## src/design/trm_pkg.sv

```systemverilog
package trm_pkg;

	localparam int TIME_W  = 32;
	localparam int CMD_W   = 2;
	localparam int EVT_W   = 3;
	localparam int TAP_W   = 8;
	localparam int STORE_W = 8;
	localparam int TMO_W   = 16;
	localparam int TOL_W   = 7;
	localparam int TEMPO_W = 16;
	localparam int CFG_W   = 16;
	localparam int TOLP_W  = STORE_W + TOL_W;

	// floor(x / 100) == (x * RECIP_100) >> RECIP_SHIFT for every x below 2^TOLP_W
	localparam int RECIP_W     = 13;
	localparam int RECIP_SHIFT = 19;
	localparam int TOLQ_W      = TOLP_W + RECIP_W - RECIP_SHIFT;
	localparam logic [RECIP_W-1:0] RECIP_100 = 13'd5243;

	localparam logic [TMO_W-1:0]   TIMEOUT_RESET = 16'd100;
	localparam logic [TOL_W-1:0]   TOL_RESET     = 7'd25;
	localparam logic [TEMPO_W-1:0] TEMPO_ONE     = 16'd256;
	localparam logic [TEMPO_W-1:0] TEMPO_MAX     = 16'hFFFF;

	typedef enum logic [CMD_W-1:0] {
		CMD_POLL   = 2'd0,
		CMD_TAP    = 2'd1,
		CMD_RECORD = 2'd2
	} cmd_t;

	typedef enum logic [EVT_W-1:0] {
		EV_NONE     = 3'd0,
		EV_SUCCESS  = 3'd1,
		EV_FAIL     = 3'd2,
		EV_RECORDED = 3'd3,
		EV_TIMEOUT  = 3'd4
	} event_t;

	typedef enum logic {
		REG_TIMEOUT   = 1'b0,
		REG_TOLERANCE = 1'b1
	} reg_idx_t;

endpackage

```

## src/design/trm_if.sv

```systemverilog
interface trm_tap_if;
	logic                        valid;
	logic                        ready;
	logic [trm_pkg::CMD_W-1:0]   command;
	logic [trm_pkg::TIME_W-1:0]  now_ticks;

	modport source(output valid, command, now_ticks, input ready);
	modport sink(input valid, command, now_ticks, output ready);
endinterface

interface trm_report_if #(parameter int LEN_W = 6);
	logic                       valid;
	logic                       ready;
	logic [trm_pkg::EVT_W-1:0]  event_code;
	logic [trm_pkg::TAP_W-1:0]  progress;
	logic [LEN_W-1:0]           pattern_length;
	logic                       is_recording;

	modport source(output valid, event_code, progress, pattern_length, is_recording,
		input ready);
	modport sink(input valid, event_code, progress, pattern_length, is_recording,
		output ready);
endinterface

```

## src/design/trm_store.sv

```systemverilog
module trm_store #(
	parameter int DEPTH = 32
) (
	input  logic                         clk,
	input  logic                         we,
	input  logic [$clog2(DEPTH)-1:0]     waddr,
	input  logic [trm_pkg::STORE_W-1:0]  wdata,
	input  logic [$clog2(DEPTH)-1:0]     raddr,
	output logic [trm_pkg::STORE_W-1:0]  rdata
);

	logic [trm_pkg::STORE_W-1:0] mem [DEPTH];
	logic [trm_pkg::STORE_W-1:0] rdata_q;

	always_ff @(posedge clk) begin
		if (we) begin
			mem[waddr] <= wdata;
		end
		rdata_q <= mem[raddr];
	end

	assign rdata = rdata_q;

endmodule

```

## src/design/trm_div.sv

```systemverilog
module trm_div (
	input  logic                         clk,
	input  logic                         arst_n,
	input  logic                         start,
	input  logic [trm_pkg::TEMPO_W-1:0]  dividend,
	input  logic [trm_pkg::TIME_W-1:0]   divisor,
	output logic                         done,
	output logic [trm_pkg::TEMPO_W-1:0]  quotient
);

	localparam int QW = trm_pkg::TEMPO_W;
	localparam int CW = $clog2(QW);

	logic          busy_q;
	logic          done_q;
	logic [CW-1:0] cnt_q;
	logic [QW-1:0] num_q;
	logic [QW-1:0] rem_q;
	logic [trm_pkg::TIME_W-1:0] dvs_q;

	logic [QW:0]   trial;
	logic          fits;

	always_comb begin
		trial = {rem_q, num_q[QW-1]};
		fits  = {{(trm_pkg::TIME_W-QW-1){1'b0}}, trial} >= dvs_q;
	end

	always_ff @(posedge clk or negedge arst_n) begin
		if (!arst_n) begin
			busy_q <= 1'b0;
			done_q <= 1'b0;
			cnt_q  <= '0;
		end else begin
			done_q <= 1'b0;
			if (start) begin
				busy_q <= 1'b1;
				cnt_q  <= CW'(QW - 1);
			end else if (busy_q) begin
				cnt_q <= cnt_q - 1'b1;
				if (cnt_q == '0) begin
					busy_q <= 1'b0;
					done_q <= 1'b1;
				end
			end
		end
	end

	// one quotient bit a cycle, restoring
	always_ff @(posedge clk) begin
		if (start) begin
			num_q <= dividend;
			rem_q <= '0;
			dvs_q <= divisor;
		end else if (busy_q) begin
			if (fits) begin
				rem_q <= QW'(trial - dvs_q[QW:0]);
			end else begin
				rem_q <= trial[QW-1:0];
			end
			num_q <= {num_q[QW-2:0], fits};
		end
	end

	assign done     = done_q;
	assign quotient = num_q;

endmodule

```

## src/design/tap_rhythm_recorder_matcher.sv

```systemverilog
// Tap rhythm recorder and matcher.
// Items arrive on the tap channel (command, now_ticks) and each produces one
// result on the report channel (event_code, progress, pattern_length,
// is_recording), in order. Commands: poll, tap, start recording.
// Timeout and tolerance are set through the write port (cfg_we, cfg_index,
// cfg_wdata); the user must write them only while the block is idle, as the
// block itself does not enforce it. Intervals live in a single-port-write
// memory whose registered read is made ahead of use.
// Polls, record commands, record-mode taps and taps that only note the time
// go straight from execute to the result; a matching tap passes through
// multiply, scale and compare, and the tempo tap waits on the 16-step
// bit-serial divider. One item is in flight at a time; tap.ready rises as the
// result is loaded into the output register, so the next transfer overlaps a
// result still waiting on report.
// If report.ready stays low, a finished result holds in the block and no new
// item is taken until the output register frees.
// Reset clears mode, counters, stored length and last tap time, sets the
// tempo factor to one and loads default timeout and tolerance; the interval
// memory is not cleared.
module tap_rhythm_recorder_matcher #(
	parameter int PATTERN_DEPTH = 32
) (
	input  logic                       clk,
	input  logic                       arst_n,
	trm_tap_if.sink                    tap,
	trm_report_if.source               report,
	input  logic                       cfg_we,
	input  logic                       cfg_index,
	input  logic [trm_pkg::CFG_W-1:0]  cfg_wdata
);

	localparam int AW  = (PATTERN_DEPTH > 1) ? $clog2(PATTERN_DEPTH) : 1;
	localparam int PW  = $clog2(PATTERN_DEPTH + 1);
	localparam int TW  = trm_pkg::TIME_W;
	localparam int SW  = trm_pkg::STORE_W;
	localparam int MW  = TW + trm_pkg::TEMPO_W;
	localparam int TQW = trm_pkg::TOLQ_W;
	localparam int TLW = trm_pkg::TOLP_W;
	localparam int TPW = trm_pkg::TOLP_W + trm_pkg::RECIP_W;
	localparam logic [PW-1:0] DEPTH_P = PW'(PATTERN_DEPTH);

	typedef enum logic [2:0] {
		S_IDLE,
		S_EXEC,
		S_DIV,
		S_MUL,
		S_TOL,
		S_CMP,
		S_FIN
	} state_t;

	state_t state_q;

	logic [trm_pkg::TMO_W-1:0]   timeout_q;
	logic [trm_pkg::TOL_W-1:0]   tol_pct_q;

	logic [trm_pkg::CMD_W-1:0]   cmd_q;
	logic [TW-1:0]               now_q;
	logic [TW-1:0]               last_q;
	logic [trm_pkg::TAP_W-1:0]   tap_q;
	logic [PW-1:0]               pos_q;
	logic [PW-1:0]               len_q;
	logic                        rec_q;
	logic [trm_pkg::TEMPO_W-1:0] tempo_q;
	logic [trm_pkg::EVT_W-1:0]   ev_q;

	logic [SW-1:0]               val_q;
	logic [TW-1:0]               diff_q;
	logic [MW-1:0]               prod_q;
	logic [trm_pkg::TOLP_W-1:0]  tolp_q;
	logic [TW-1:0]               scaled_q;
	logic [TQW-1:0]              tolv_q;

	logic [SW-1:0]               rd_data;
	logic [SW-1:0]               val;
	logic [TW-1:0]               diff;
	logic [trm_pkg::TAP_W-1:0]   tap_inc;
	logic [PW-1:0]               pos_inc;
	logic                        tap_active;
	logic                        rec_end;
	logic                        timed_out;
	logic                        is_tap;
	logic                        mem_we;
	logic [SW-1:0]               mem_wdata;
	logic                        div_start;
	logic                        div_done;
	logic [trm_pkg::TEMPO_W-1:0] div_q;
	logic [TPW-1:0]              tol_full;
	logic [TW-1:0]               lower;
	logic [TW:0]                 upper;
	logic                        match;
	logic                        out_free;

	always_comb begin
		diff       = now_q - last_q;
		tap_inc    = (tap_q == '1) ? tap_q : tap_q + 1'b1;
		pos_inc    = pos_q + 1'b1;
		val        = (pos_q < DEPTH_P) ? rd_data : '0;
		tap_active = rec_q || (len_q >= PW'(2));
		rec_end    = (diff >= TW'(timeout_q)) || (pos_inc >= DEPTH_P);
		timed_out  = (tap_q != '0) && (diff > TW'(timeout_q));
		is_tap     = (state_q == S_EXEC) && (cmd_q == trm_pkg::CMD_TAP) && tap_active
			&& (tap_inc != 8'd1);
		mem_we     = is_tap && rec_q && (pos_q < DEPTH_P);
		mem_wdata  = (diff > TW'(255)) ? '1 : diff[SW-1:0];
		div_start  = is_tap && !rec_q && (tap_inc == 8'd2) && (diff != '0);
		tol_full   = TPW'(tolp_q) * TPW'(trm_pkg::RECIP_100);
		lower      = (scaled_q > TW'(tolv_q)) ? scaled_q - TW'(tolv_q) : '0;
		upper      = {1'b0, scaled_q} + (TW + 1)'(tolv_q);
		match      = (TW'(val_q) >= lower) && ((TW + 1)'(val_q) <= upper);
		out_free   = !report.valid || report.ready;
	end

	assign tap.ready = (state_q == S_IDLE);

	trm_store #(
		.DEPTH(PATTERN_DEPTH)
	) u_store (
		.clk   (clk),
		.we    (mem_we),
		.waddr (pos_q[AW-1:0]),
		.wdata (mem_wdata),
		.raddr (pos_q[AW-1:0]),
		.rdata (rd_data)
	);

	trm_div u_div (
		.clk      (clk),
		.arst_n   (arst_n),
		.start    (div_start),
		.dividend ({val, 8'd0}),
		.divisor  (diff),
		.done     (div_done),
		.quotient (div_q)
	);

	always_ff @(posedge clk or negedge arst_n) begin
		if (!arst_n) begin
			timeout_q <= trm_pkg::TIMEOUT_RESET;
			tol_pct_q <= trm_pkg::TOL_RESET;
		end else if (cfg_we) begin
			unique case (cfg_index)
				trm_pkg::REG_TIMEOUT:   timeout_q <= cfg_wdata[trm_pkg::TMO_W-1:0];
				trm_pkg::REG_TOLERANCE: tol_pct_q <= cfg_wdata[trm_pkg::TOL_W-1:0];
				default: ;
			endcase
		end
	end

	always_ff @(posedge clk) begin
		if (tap.valid && tap.ready) begin
			cmd_q <= tap.command;
			now_q <= tap.now_ticks;
		end
		if (state_q == S_EXEC) begin
			val_q  <= val;
			diff_q <= diff;
		end
		prod_q   <= MW'(diff_q) * MW'(tempo_q);
		tolp_q   <= TLW'(val_q) * TLW'(tol_pct_q);
		scaled_q <= (prod_q[MW-1:TW+8] != '0) ? '1 : prod_q[TW+7:8];
		tolv_q   <= tol_full[TPW-1:trm_pkg::RECIP_SHIFT];
	end

	always_ff @(posedge clk or negedge arst_n) begin
		if (!arst_n) begin
			state_q        <= S_IDLE;
			last_q         <= '0;
			tap_q          <= '0;
			pos_q          <= '0;
			len_q          <= '0;
			rec_q          <= 1'b0;
			tempo_q        <= trm_pkg::TEMPO_ONE;
			ev_q           <= trm_pkg::EV_NONE;
			report.valid   <= 1'b0;
			report.event_code     <= trm_pkg::EV_NONE;
			report.progress       <= '0;
			report.pattern_length <= '0;
			report.is_recording   <= 1'b0;
		end else begin
			if (report.valid && report.ready && state_q != S_FIN) begin
				report.valid <= 1'b0;
			end
			unique case (state_q)
				S_IDLE: begin
					if (tap.valid) begin
						ev_q    <= trm_pkg::EV_NONE;
						state_q <= S_EXEC;
					end
				end
				S_EXEC: begin
					unique case (cmd_q)
						trm_pkg::CMD_POLL: begin
							state_q <= S_FIN;
							if (timed_out) begin
								if (rec_q) begin
									if (tap_q > 8'd1) begin
										len_q <= pos_q;
										rec_q <= 1'b0;
										tap_q <= '0;
										pos_q <= '0;
										ev_q  <= trm_pkg::EV_RECORDED;
									end
								end else begin
									ev_q  <= (tap_q == 8'd1) ? trm_pkg::EV_TIMEOUT
										: trm_pkg::EV_FAIL;
									tap_q <= '0;
									pos_q <= '0;
								end
							end
						end
						trm_pkg::CMD_TAP: begin
							if (!tap_active) begin
								state_q <= S_FIN;
							end else begin
								last_q <= now_q;
								if (tap_inc == 8'd1) begin
									tap_q   <= tap_inc;
									state_q <= S_FIN;
								end else if (rec_q) begin
									state_q <= S_FIN;
									if (rec_end) begin
										len_q <= pos_inc;
										rec_q <= 1'b0;
										tap_q <= '0;
										pos_q <= '0;
										ev_q  <= trm_pkg::EV_RECORDED;
									end else begin
										tap_q <= tap_inc;
										pos_q <= pos_inc;
									end
								end else if (tap_inc == 8'd2) begin
									tap_q <= tap_inc;
									pos_q <= pos_inc;
									if (diff == '0) begin
										tempo_q <= trm_pkg::TEMPO_MAX;
										state_q <= S_FIN;
									end else begin
										state_q <= S_DIV;
									end
								end else begin
									tap_q   <= tap_inc;
									pos_q   <= pos_inc;
									state_q <= S_MUL;
								end
							end
						end
						trm_pkg::CMD_RECORD: begin
							len_q   <= '0;
							rec_q   <= 1'b1;
							tap_q   <= '0;
							pos_q   <= '0;
							state_q <= S_FIN;
						end
						default: state_q <= S_FIN;
					endcase
				end
				S_DIV: begin
					if (div_done) begin
						tempo_q <= div_q;
						state_q <= S_FIN;
					end
				end
				S_MUL: state_q <= S_TOL;
				S_TOL: state_q <= S_CMP;
				S_CMP: begin
					state_q <= S_FIN;
					if (match) begin
						if (pos_q == len_q) begin
							tap_q <= '0;
							pos_q <= '0;
							ev_q  <= trm_pkg::EV_SUCCESS;
						end
					end else begin
						tap_q <= '0;
						pos_q <= '0;
						ev_q  <= trm_pkg::EV_FAIL;
					end
				end
				S_FIN: begin
					if (out_free) begin
						report.valid          <= 1'b1;
						report.event_code     <= ev_q;
						report.progress       <= tap_q;
						report.pattern_length <= len_q;
						report.is_recording   <= rec_q;
						state_q               <= S_IDLE;
					end
				end
				default: state_q <= S_IDLE;
			endcase
		end
	end

endmodule

```

## src/flat_wrapper.sv

```systemverilog
// flat-port wrapper written by rule: the top's interface ports become plain ports
module tap_rhythm_recorder_matcher_flat 
#(
	parameter int PATTERN_DEPTH = 32
)
  (clk, arst_n, cfg_we, cfg_index, cfg_wdata, tap_valid, tap_command, tap_now_ticks, tap_ready, report_valid, report_event_code, report_progress, report_pattern_length, report_is_recording, report_ready);
  trm_tap_if tap_i ();
  trm_report_if #(.LEN_W((6))) report_i ();
  input  logic clk;
  input  logic arst_n;
  input  logic cfg_we;
  input  logic cfg_index;
  input  logic [trm_pkg::CFG_W-1:0] cfg_wdata;
  input wire logic [$bits(tap_i.valid)-1:0] tap_valid;
  input wire logic [$bits(tap_i.command)-1:0] tap_command;
  input wire logic [$bits(tap_i.now_ticks)-1:0] tap_now_ticks;
  output wire logic [$bits(tap_i.ready)-1:0] tap_ready;
  output wire logic [$bits(report_i.valid)-1:0] report_valid;
  output wire logic [$bits(report_i.event_code)-1:0] report_event_code;
  output wire logic [$bits(report_i.progress)-1:0] report_progress;
  output wire logic [$bits(report_i.pattern_length)-1:0] report_pattern_length;
  output wire logic [$bits(report_i.is_recording)-1:0] report_is_recording;
  input wire logic [$bits(report_i.ready)-1:0] report_ready;
  assign tap_i.valid = tap_valid;
  assign tap_i.command = tap_command;
  assign tap_i.now_ticks = tap_now_ticks;
  assign tap_ready = tap_i.ready;
  assign report_valid = report_i.valid;
  assign report_event_code = report_i.event_code;
  assign report_progress = report_i.progress;
  assign report_pattern_length = report_i.pattern_length;
  assign report_is_recording = report_i.is_recording;
  assign report_i.ready = report_ready;
  tap_rhythm_recorder_matcher #(.PATTERN_DEPTH(PATTERN_DEPTH)) u_core (.clk(clk), .arst_n(arst_n), .tap(tap_i), .report(report_i), .cfg_we(cfg_we), .cfg_index(cfg_index), .cfg_wdata(cfg_wdata));
endmodule
```

## config.mk

```make
export PLATFORM = sky130hd
export DESIGN_NAME = tap_rhythm_recorder_matcher_flat
export DESIGN_NICKNAME = d
export VERILOG_FILES = /design/src/design/trm_pkg.sv /design/src/design/trm_if.sv /design/src/design/trm_store.sv /design/src/design/trm_div.sv /design/src/design/tap_rhythm_recorder_matcher.sv /design/src/flat_wrapper.sv
export SDC_FILE = /design/constraint.sdc
export NUM_CORES = 2
export LEC_CHECK = 0
export ABC_CLOCK_PERIOD_IN_PS = 8700
export BUFFER_PORTS_ARGS = -buffer_cell sky130_fd_sc_hd__clkbuf_2
export CORE_MARGIN = 3
export CORE_UTILIZATION = 27
export CTS_CLUSTER_DIAMETER = 50
export DETAILED_ROUTE_END_ITERATION = 16
export GPL_ROUTABILITY_DRIVEN = 1
export HOLD_SLACK_MARGIN = 0.15
export PLACE_DENSITY = 0.37
export RECOVER_POWER = 100
export SLEW_MARGIN = 40
export SYNTH_ARGS = -nofsm -noshare
export SYNTH_HDL_FRONTEND = slang
export SYNTH_HIERARCHICAL = 1
export SYNTH_SLANG_ARGS = --single-unit
```

## constraint.sdc

```tcl
create_clock -name clk -period 8.7 [get_ports clk]
set_input_delay 2.61 -clock clk [delete_from_list [all_inputs] [get_ports clk]]
set_output_delay 2.61 -clock clk [all_outputs]
set_load 0.02 [all_outputs]
```

After elaboration in Yosys (flattened, before gate mapping)
Memory sizes are Yosys's and may differ from the RTL's. A register that Yosys moved wholly into a read port is not among the register bits.
Cells that the tools add are included.
Storage, ports and cells
  bits in writable memories: 256
  memories: 1
  register bits: 365
  bits of input ports: 56
  output and inout bits: 20
Memory list
  u_core.u_store.mem: words 32, width 8, read ports 1, clocked after memory_dff 1, wr ports 1, line trm_store.sv:12  | logic [trm_pkg::STORE_W-1:0] mem [DEPTH];
Cells by class
  reductions and logical operators: 41
  bitwise operators: 1
  equality and inequality tests: 40
  add/sub/neg operators: 7
  $mul: 3
  muxes and demuxes: 89
  magnitude comparators: 11
Operator list (number)
  two-way mux 16 bit: 10
  two-way mux 6 bit: 16
  two-way mux 8 bit: 12
  two-way mux 3 bit: 20
  multiplier 32 x 16 -> 48 bit: 1
  one-hot mux 6 bit (3 select lines): 2
  adder 32 x 9 -> 33 bit: 1
  less-or-equal comparator 8 x 33 -> 1 bit: 1
  greater-or-equal comparator 17 x 32 -> 1 bit: 1
  greater-or-equal comparator 32 x 16 -> 1 bit: 1
  greater-or-equal comparator 8 x 32 -> 1 bit: 1
  > comparator 32 x 16 -> 1 bit: 1
  > comparator 32 x 8 -> 1 bit, second input constant: 1
  > comparator 32 x 9 -> 1 bit: 1
  logical NOT 32 bit: 1
  two-way mux 32 bit: 1
  one-hot mux 16 bit (2 select lines): 1
  nonzero test 32 bit: 1
  subtractor 32 bit: 1
  subtractor 32 x 9 -> 32 bit: 1
  multiplier 15 x 13 -> 28 bit, second input constant: 1
  one-hot mux 8 bit (3 select lines): 1
  one-hot mux 3 bit (7 select lines): 1
  two-way mux 1 bit: 18
  other kinds (48): 96

Depth between registers and ports, before layout
  depth in word-level cells: 9
  mapped depth: 27
  gate-level depth less buffers: 26

Cells and area by module
Netlist, hierarchy kept.
By module, submodules not included
  tap_rhythm_recorder_matcher: times used 1, cells each 3704, area each 34881.0 sq um, sequential area each 7080.5 sq um
  trm_store: times used 1, cells each 417, area each 10053.4 sq um, sequential area each 7847.5 sq um
  trm_div: times used 1, cells each 306, area each 3644.7 sq um, sequential area each 1911.8 sq um

Worst setup path after synthesis
OpenSTA, ideal clock, no wires.
  path type: reg2reg
  from: register u_core/tempo_q[8] in the netlist's numbering
  to: register u_core.prod_q[46]
  buffers on the path: 1
  setup time: 0.072 ns
  path slack: 1.881 ns
  period minus slack after synthesis: 6.819 ns
  stages on the path, launching flop included: 27
  arrival: 6.746 ns
  path through: dfstp_2 clkbuf_1 nand2_1 fa_1 inv_1 fa_1 inv_1 fa_1 inv_1 fa_1 fa_1 inv_1 fa_1 inv_1 ha_1 a21oi_1 nor2_1 nor2_1 nand2_1 a221o_1 a311oi_1 o31ai_1 a41oi_1 o21ai_0 a221o_1 a21oi_1 xnor2_1
Between the ends
  longest elaborated chain between the ends: 1
RTL lines
  start: declaration: line tap_rhythm_recorder_matcher.sv:64  | logic [trm_pkg::TEMPO_W-1:0] tempo_q;
  start signal: assignment: line tap_rhythm_recorder_matcher.sv:173  | tempo_q <= trm_pkg::TEMPO_ONE;
  start signal: assignment: line tap_rhythm_recorder_matcher.sv:236  | tempo_q <= trm_pkg::TEMPO_MAX;
  start signal: assignment: line tap_rhythm_recorder_matcher.sv:260  | tempo_q <= div_q;
  multiplier 32 x 16 -> 48 bit: line tap_rhythm_recorder_matcher.sv:159  | prod_q <= MW'(diff_q) * MW'(tempo_q);
  end signal: assignment: line tap_rhythm_recorder_matcher.sv:159
  end: declaration: line tap_rhythm_recorder_matcher.sv:69  | logic [MW-1:0] prod_q;
Every way passes these cells.
A chain may end at the register's enable or synchronous reset.

Worst setup path in the final report
  from: register u_core.diff_q[10]
  to: register u_core.prod_q[46]
Between the ends
  longest elaborated chain between the ends: 1
RTL lines
  start: declaration: line tap_rhythm_recorder_matcher.sv:68  | logic [TW-1:0] diff_q;
  start signal: assignment: line tap_rhythm_recorder_matcher.sv:157  | diff_q <= diff;
  multiplier 32 x 16 -> 48 bit: line tap_rhythm_recorder_matcher.sv:159
Every way passes these cells.

==> run metrics <==
flops & latches, synth 621; CTS tree yes; Routability Congestion 0.794; total CTS buffers 85; Startpoint Class register; HPWL Detailed 105000 um; placed cell areas 0.0520 mm2; CP max-delay cell edfxtp_1; vias per std cell 4.53; Final Net Count ~5400; Die H ~430 um; total of max-cap violations 14; Cell variety after synth 96; placed cell count approximately 6800; P_int approximately 10 mW; H-tree depth 3; DRT iter0 DRCs 1613; initial antenna violation count 4; CP endpoint kind register; FMAX around 0.13 GHz; Most common cell on crit path fa_1; ranking of synthesized cells by area edfxtp_1 23%, fa_1 21%, ha_1 9.2%; die area 0.185 mm2; vias in the first global route about 34000; CP Class reg2reg; worst slack, placed 1000 ps; post-synthesis area per instance 11.0 um2; global-route wire length before repair 211000 um; number of port buffers 75; Post-synth EDFFs 378; Worst Max-Slew Pin Slew 4050 ps; Power Density 328 mW/mm2; IO Pins between 70 and 80; Hold Buf Count CTS 0; core area 0.179 mm2; Finish-stage setup viols 0; final hold vios 0; Die W 430 um; final setup TNS 0 ps; Syn. warnings 6; Gate power share a little under three fifths; Worst VDD drop about 0.63 mV; crit path DAT 8470 ps; row cnt around 160; ys flop type edfxtp_1; post-CTS sizing 0; area delta synth->final 12.4%; Mapped Cells 4427; top-count cell post-synth inv_1; status finished, violations left; Clk pwr share 19.9%; Synth Cell Area 0.0486 mm2; Post-CTS Setup Bufs 0; Yosys top cell by area edfxtp_1; switching share of power 44.2%; Worst Path Required 9230 ps; Bufs on Longest Clock Path 3; Filler cells 18500; Max Slew Vio Count 557; drt wl/cell 19.7 um; share of post-route cells with drive strength above 1 9.78%; clock sink count 621; final worst slack between 700 and 800 ps; largest net degree at the start of global routing 70; ANT nets after route 0; failing checks max-capacitance violations, max-slew violations; DRC Markers 0; sequential area share after synthesis 34.7%; first drt pass iteration count 5; clock skew 87.8 ps; min cycle time layout 7940 ps; total power 17.9 mW; Slew HR -170%; Sequential Power Share a little under a quarter; clock latency on the worst-skew pair 720 ps; Worst path max stage delay roughly 800 ps; Starting Density 27.2%; fin crit share 91.2%; worst path cell trace nand2_1, fa_1, fa_1, inv_1, fa_1, inv_1, fa_1, inv_1, fa_1, inv_1, fa_1, inv_1, ha_1, nand3_1, o21ai_0, a311oi_1, o31ai_1, clkbuf_1, a41oi_1, o21ai_0, a221o_1, a21oi_1, xnor2_1; total grt overflow 0; Clock transition at path regs 60 ps; GRT Overall Usage 14.9%; RSZ-0062 raised after global routing no; net switching power 7.91 mW; CP Max Fanout 16; Commonest cells post-synth 736 x inv_1, 519 x fa_1, 490 x nand2_1; root buffer cell clkbuf_16; fin cells 6937; Min-Delay Path Class reg2reg; Static Leak approximately 24 nW; fin area approximately 0.055 mm2; routed via count 31400; drt total wl about 140000 um; asr flop ratio synth around 20%; top-area cell type share of the netlist area 23.4%
==> critical path: cells and delay by family (launching register included) <==
kind	cells	cell delay (ps)
compound gates	7	2460
xor+xnor	1	120
fa+ha+maj	7	3470
buf+inv	6	700
flops	1	800
simple gates	2	250
==> layout by cell type, fill, tap and decap left out, drive strengths merged, types with 14 or more instances in the layout <==
master	netlist	layout
nand3	50	50
o21ai	123	123
o211ai	19	19
ha	358	358
o22ai	14	14
xnor2	73	73
buf	28	48
nor4	23	23
clkinv	0	32
inv	736	744
nand2b	26	26
mux2	62	62
xor2	45	45
mux2i	34	34
nand4	26	26
and3	28	28
dfrtp	116	116
o21a	20	20
and2	253	253
a31oi	21	21
nand2	495	495
or2	46	46
nor3	49	49
o21bai	15	15
a211oi	20	20
or4	14	14
or3	15	15
mux4	80	80
fa	519	519
nor2b	36	36
dfxtp	120	120
a21oi	113	113
edfxtp	378	378
clkbuf	140	213
a21o	56	56
nor2	127	127
==> sequential cells by signal, summed over array words and instances (netlist names), 8 cells and up <==
name / count
u_core/tap_q: 8
u_core/u_store/mem: 256
u_core/u_div/quotient: 16
u_core/report.progress: 8
u_core/tolp_q: 15
u_core/now_q: 32
u_core/prod_q: 40
u_core/val_q: 8
u_core/diff_q: 32
u_core/u_div/rem_q: 16
u_core/tempo_q: 16
u_core/timeout_q: 16
u_core/scaled_q: 32
u_core/u_div/dvs_q: 32
u_core/u_store/rdata: 8
u_core/last_q: 32
u_core/tolv_q: 9
==> final cells by class <==
cell class	count	area [um2]	area share [%]
Multi-Input combinational cell	2909	28300	51.7
Tap cell	2355	2950	5.39
Timing Repair Buffer	155	850	1.56
Antenna cell	2	5.00	0.00916
Sequential cell	621	16800	30.8
Inverter	736	2760	5.06
Clock inverter	53	682	1.25
Clock buffer	106	2270	4.15
==> kinds of logic after synthesis <==
family,after synthesis,share of synthesized area [%]
mux,176,5.85
fa+ha+maj,877,30.6
simple gates,1230,12.7
compound gates,500,6.90
xor+xnor,118,2.13
flops,621,34.7
buf+inv,904,7.11
other cells,1,0.00772
==> through the flow <==
step	hold slack (ps)	utilization, %
after global placement	399	29.0
final	403	30.6
after CTS	407	30.8
after detailed placement	398	29.1
after floorplan	393	-
after global routing	402	30.6
==> final timing paths <==
kind	to	slack, ps	depth (start not counted)	start
min in group asynchronous	u_core/last_q[18]	3330	1	arst_n
max in group asynchronous	u_core/tempo_q[12]	1930	2	arst_n
worst min-delay path	u_core/scaled_q[29]	400	1	u_core/prod_q[37]
worst max-delay path	u_core/prod_q[46]	760	23	u_core/diff_q[10]
worst min register to register	u_core/scaled_q[29]	400	1	u_core/prod_q[37]
worst max register to register	u_core/prod_q[46]	760	23	u_core/diff_q[10]
==> routing by layer <==
layer | part of all wire, % | vias up | track usage [%] | routed length, um
met5 | 0.0095 | - | 0 | 13
met4 | 2.0 | 2 | 3.71 | 2770
met3 | 3.2 | 128 | 1.82 | 4400
met2 | 47 | 447 | 24.3 | 63900
met1 | 48 | 16000 | 21.1 | 65400
li1 | - | 14800 | - | -
==> power groups by stage <==
| stage | registers (mW) | logic (mW) | clock network [mW] |
|---|---|---|---|
| finish | 4.15 | 10.2 | 3.57 |
| global route | 4.21 | 12.1 | 3.83 |
| detailed placement | 4.22 | 10.6 | 0 |
| CTS | 4.17 | 10.7 | 3.71 |
| floorplan | 3.85 | 7.61 | 0 |
| global placement | 4.23 | 10.5 | 0 |
No activity file was read; power rests on OpenSTA's default activity.
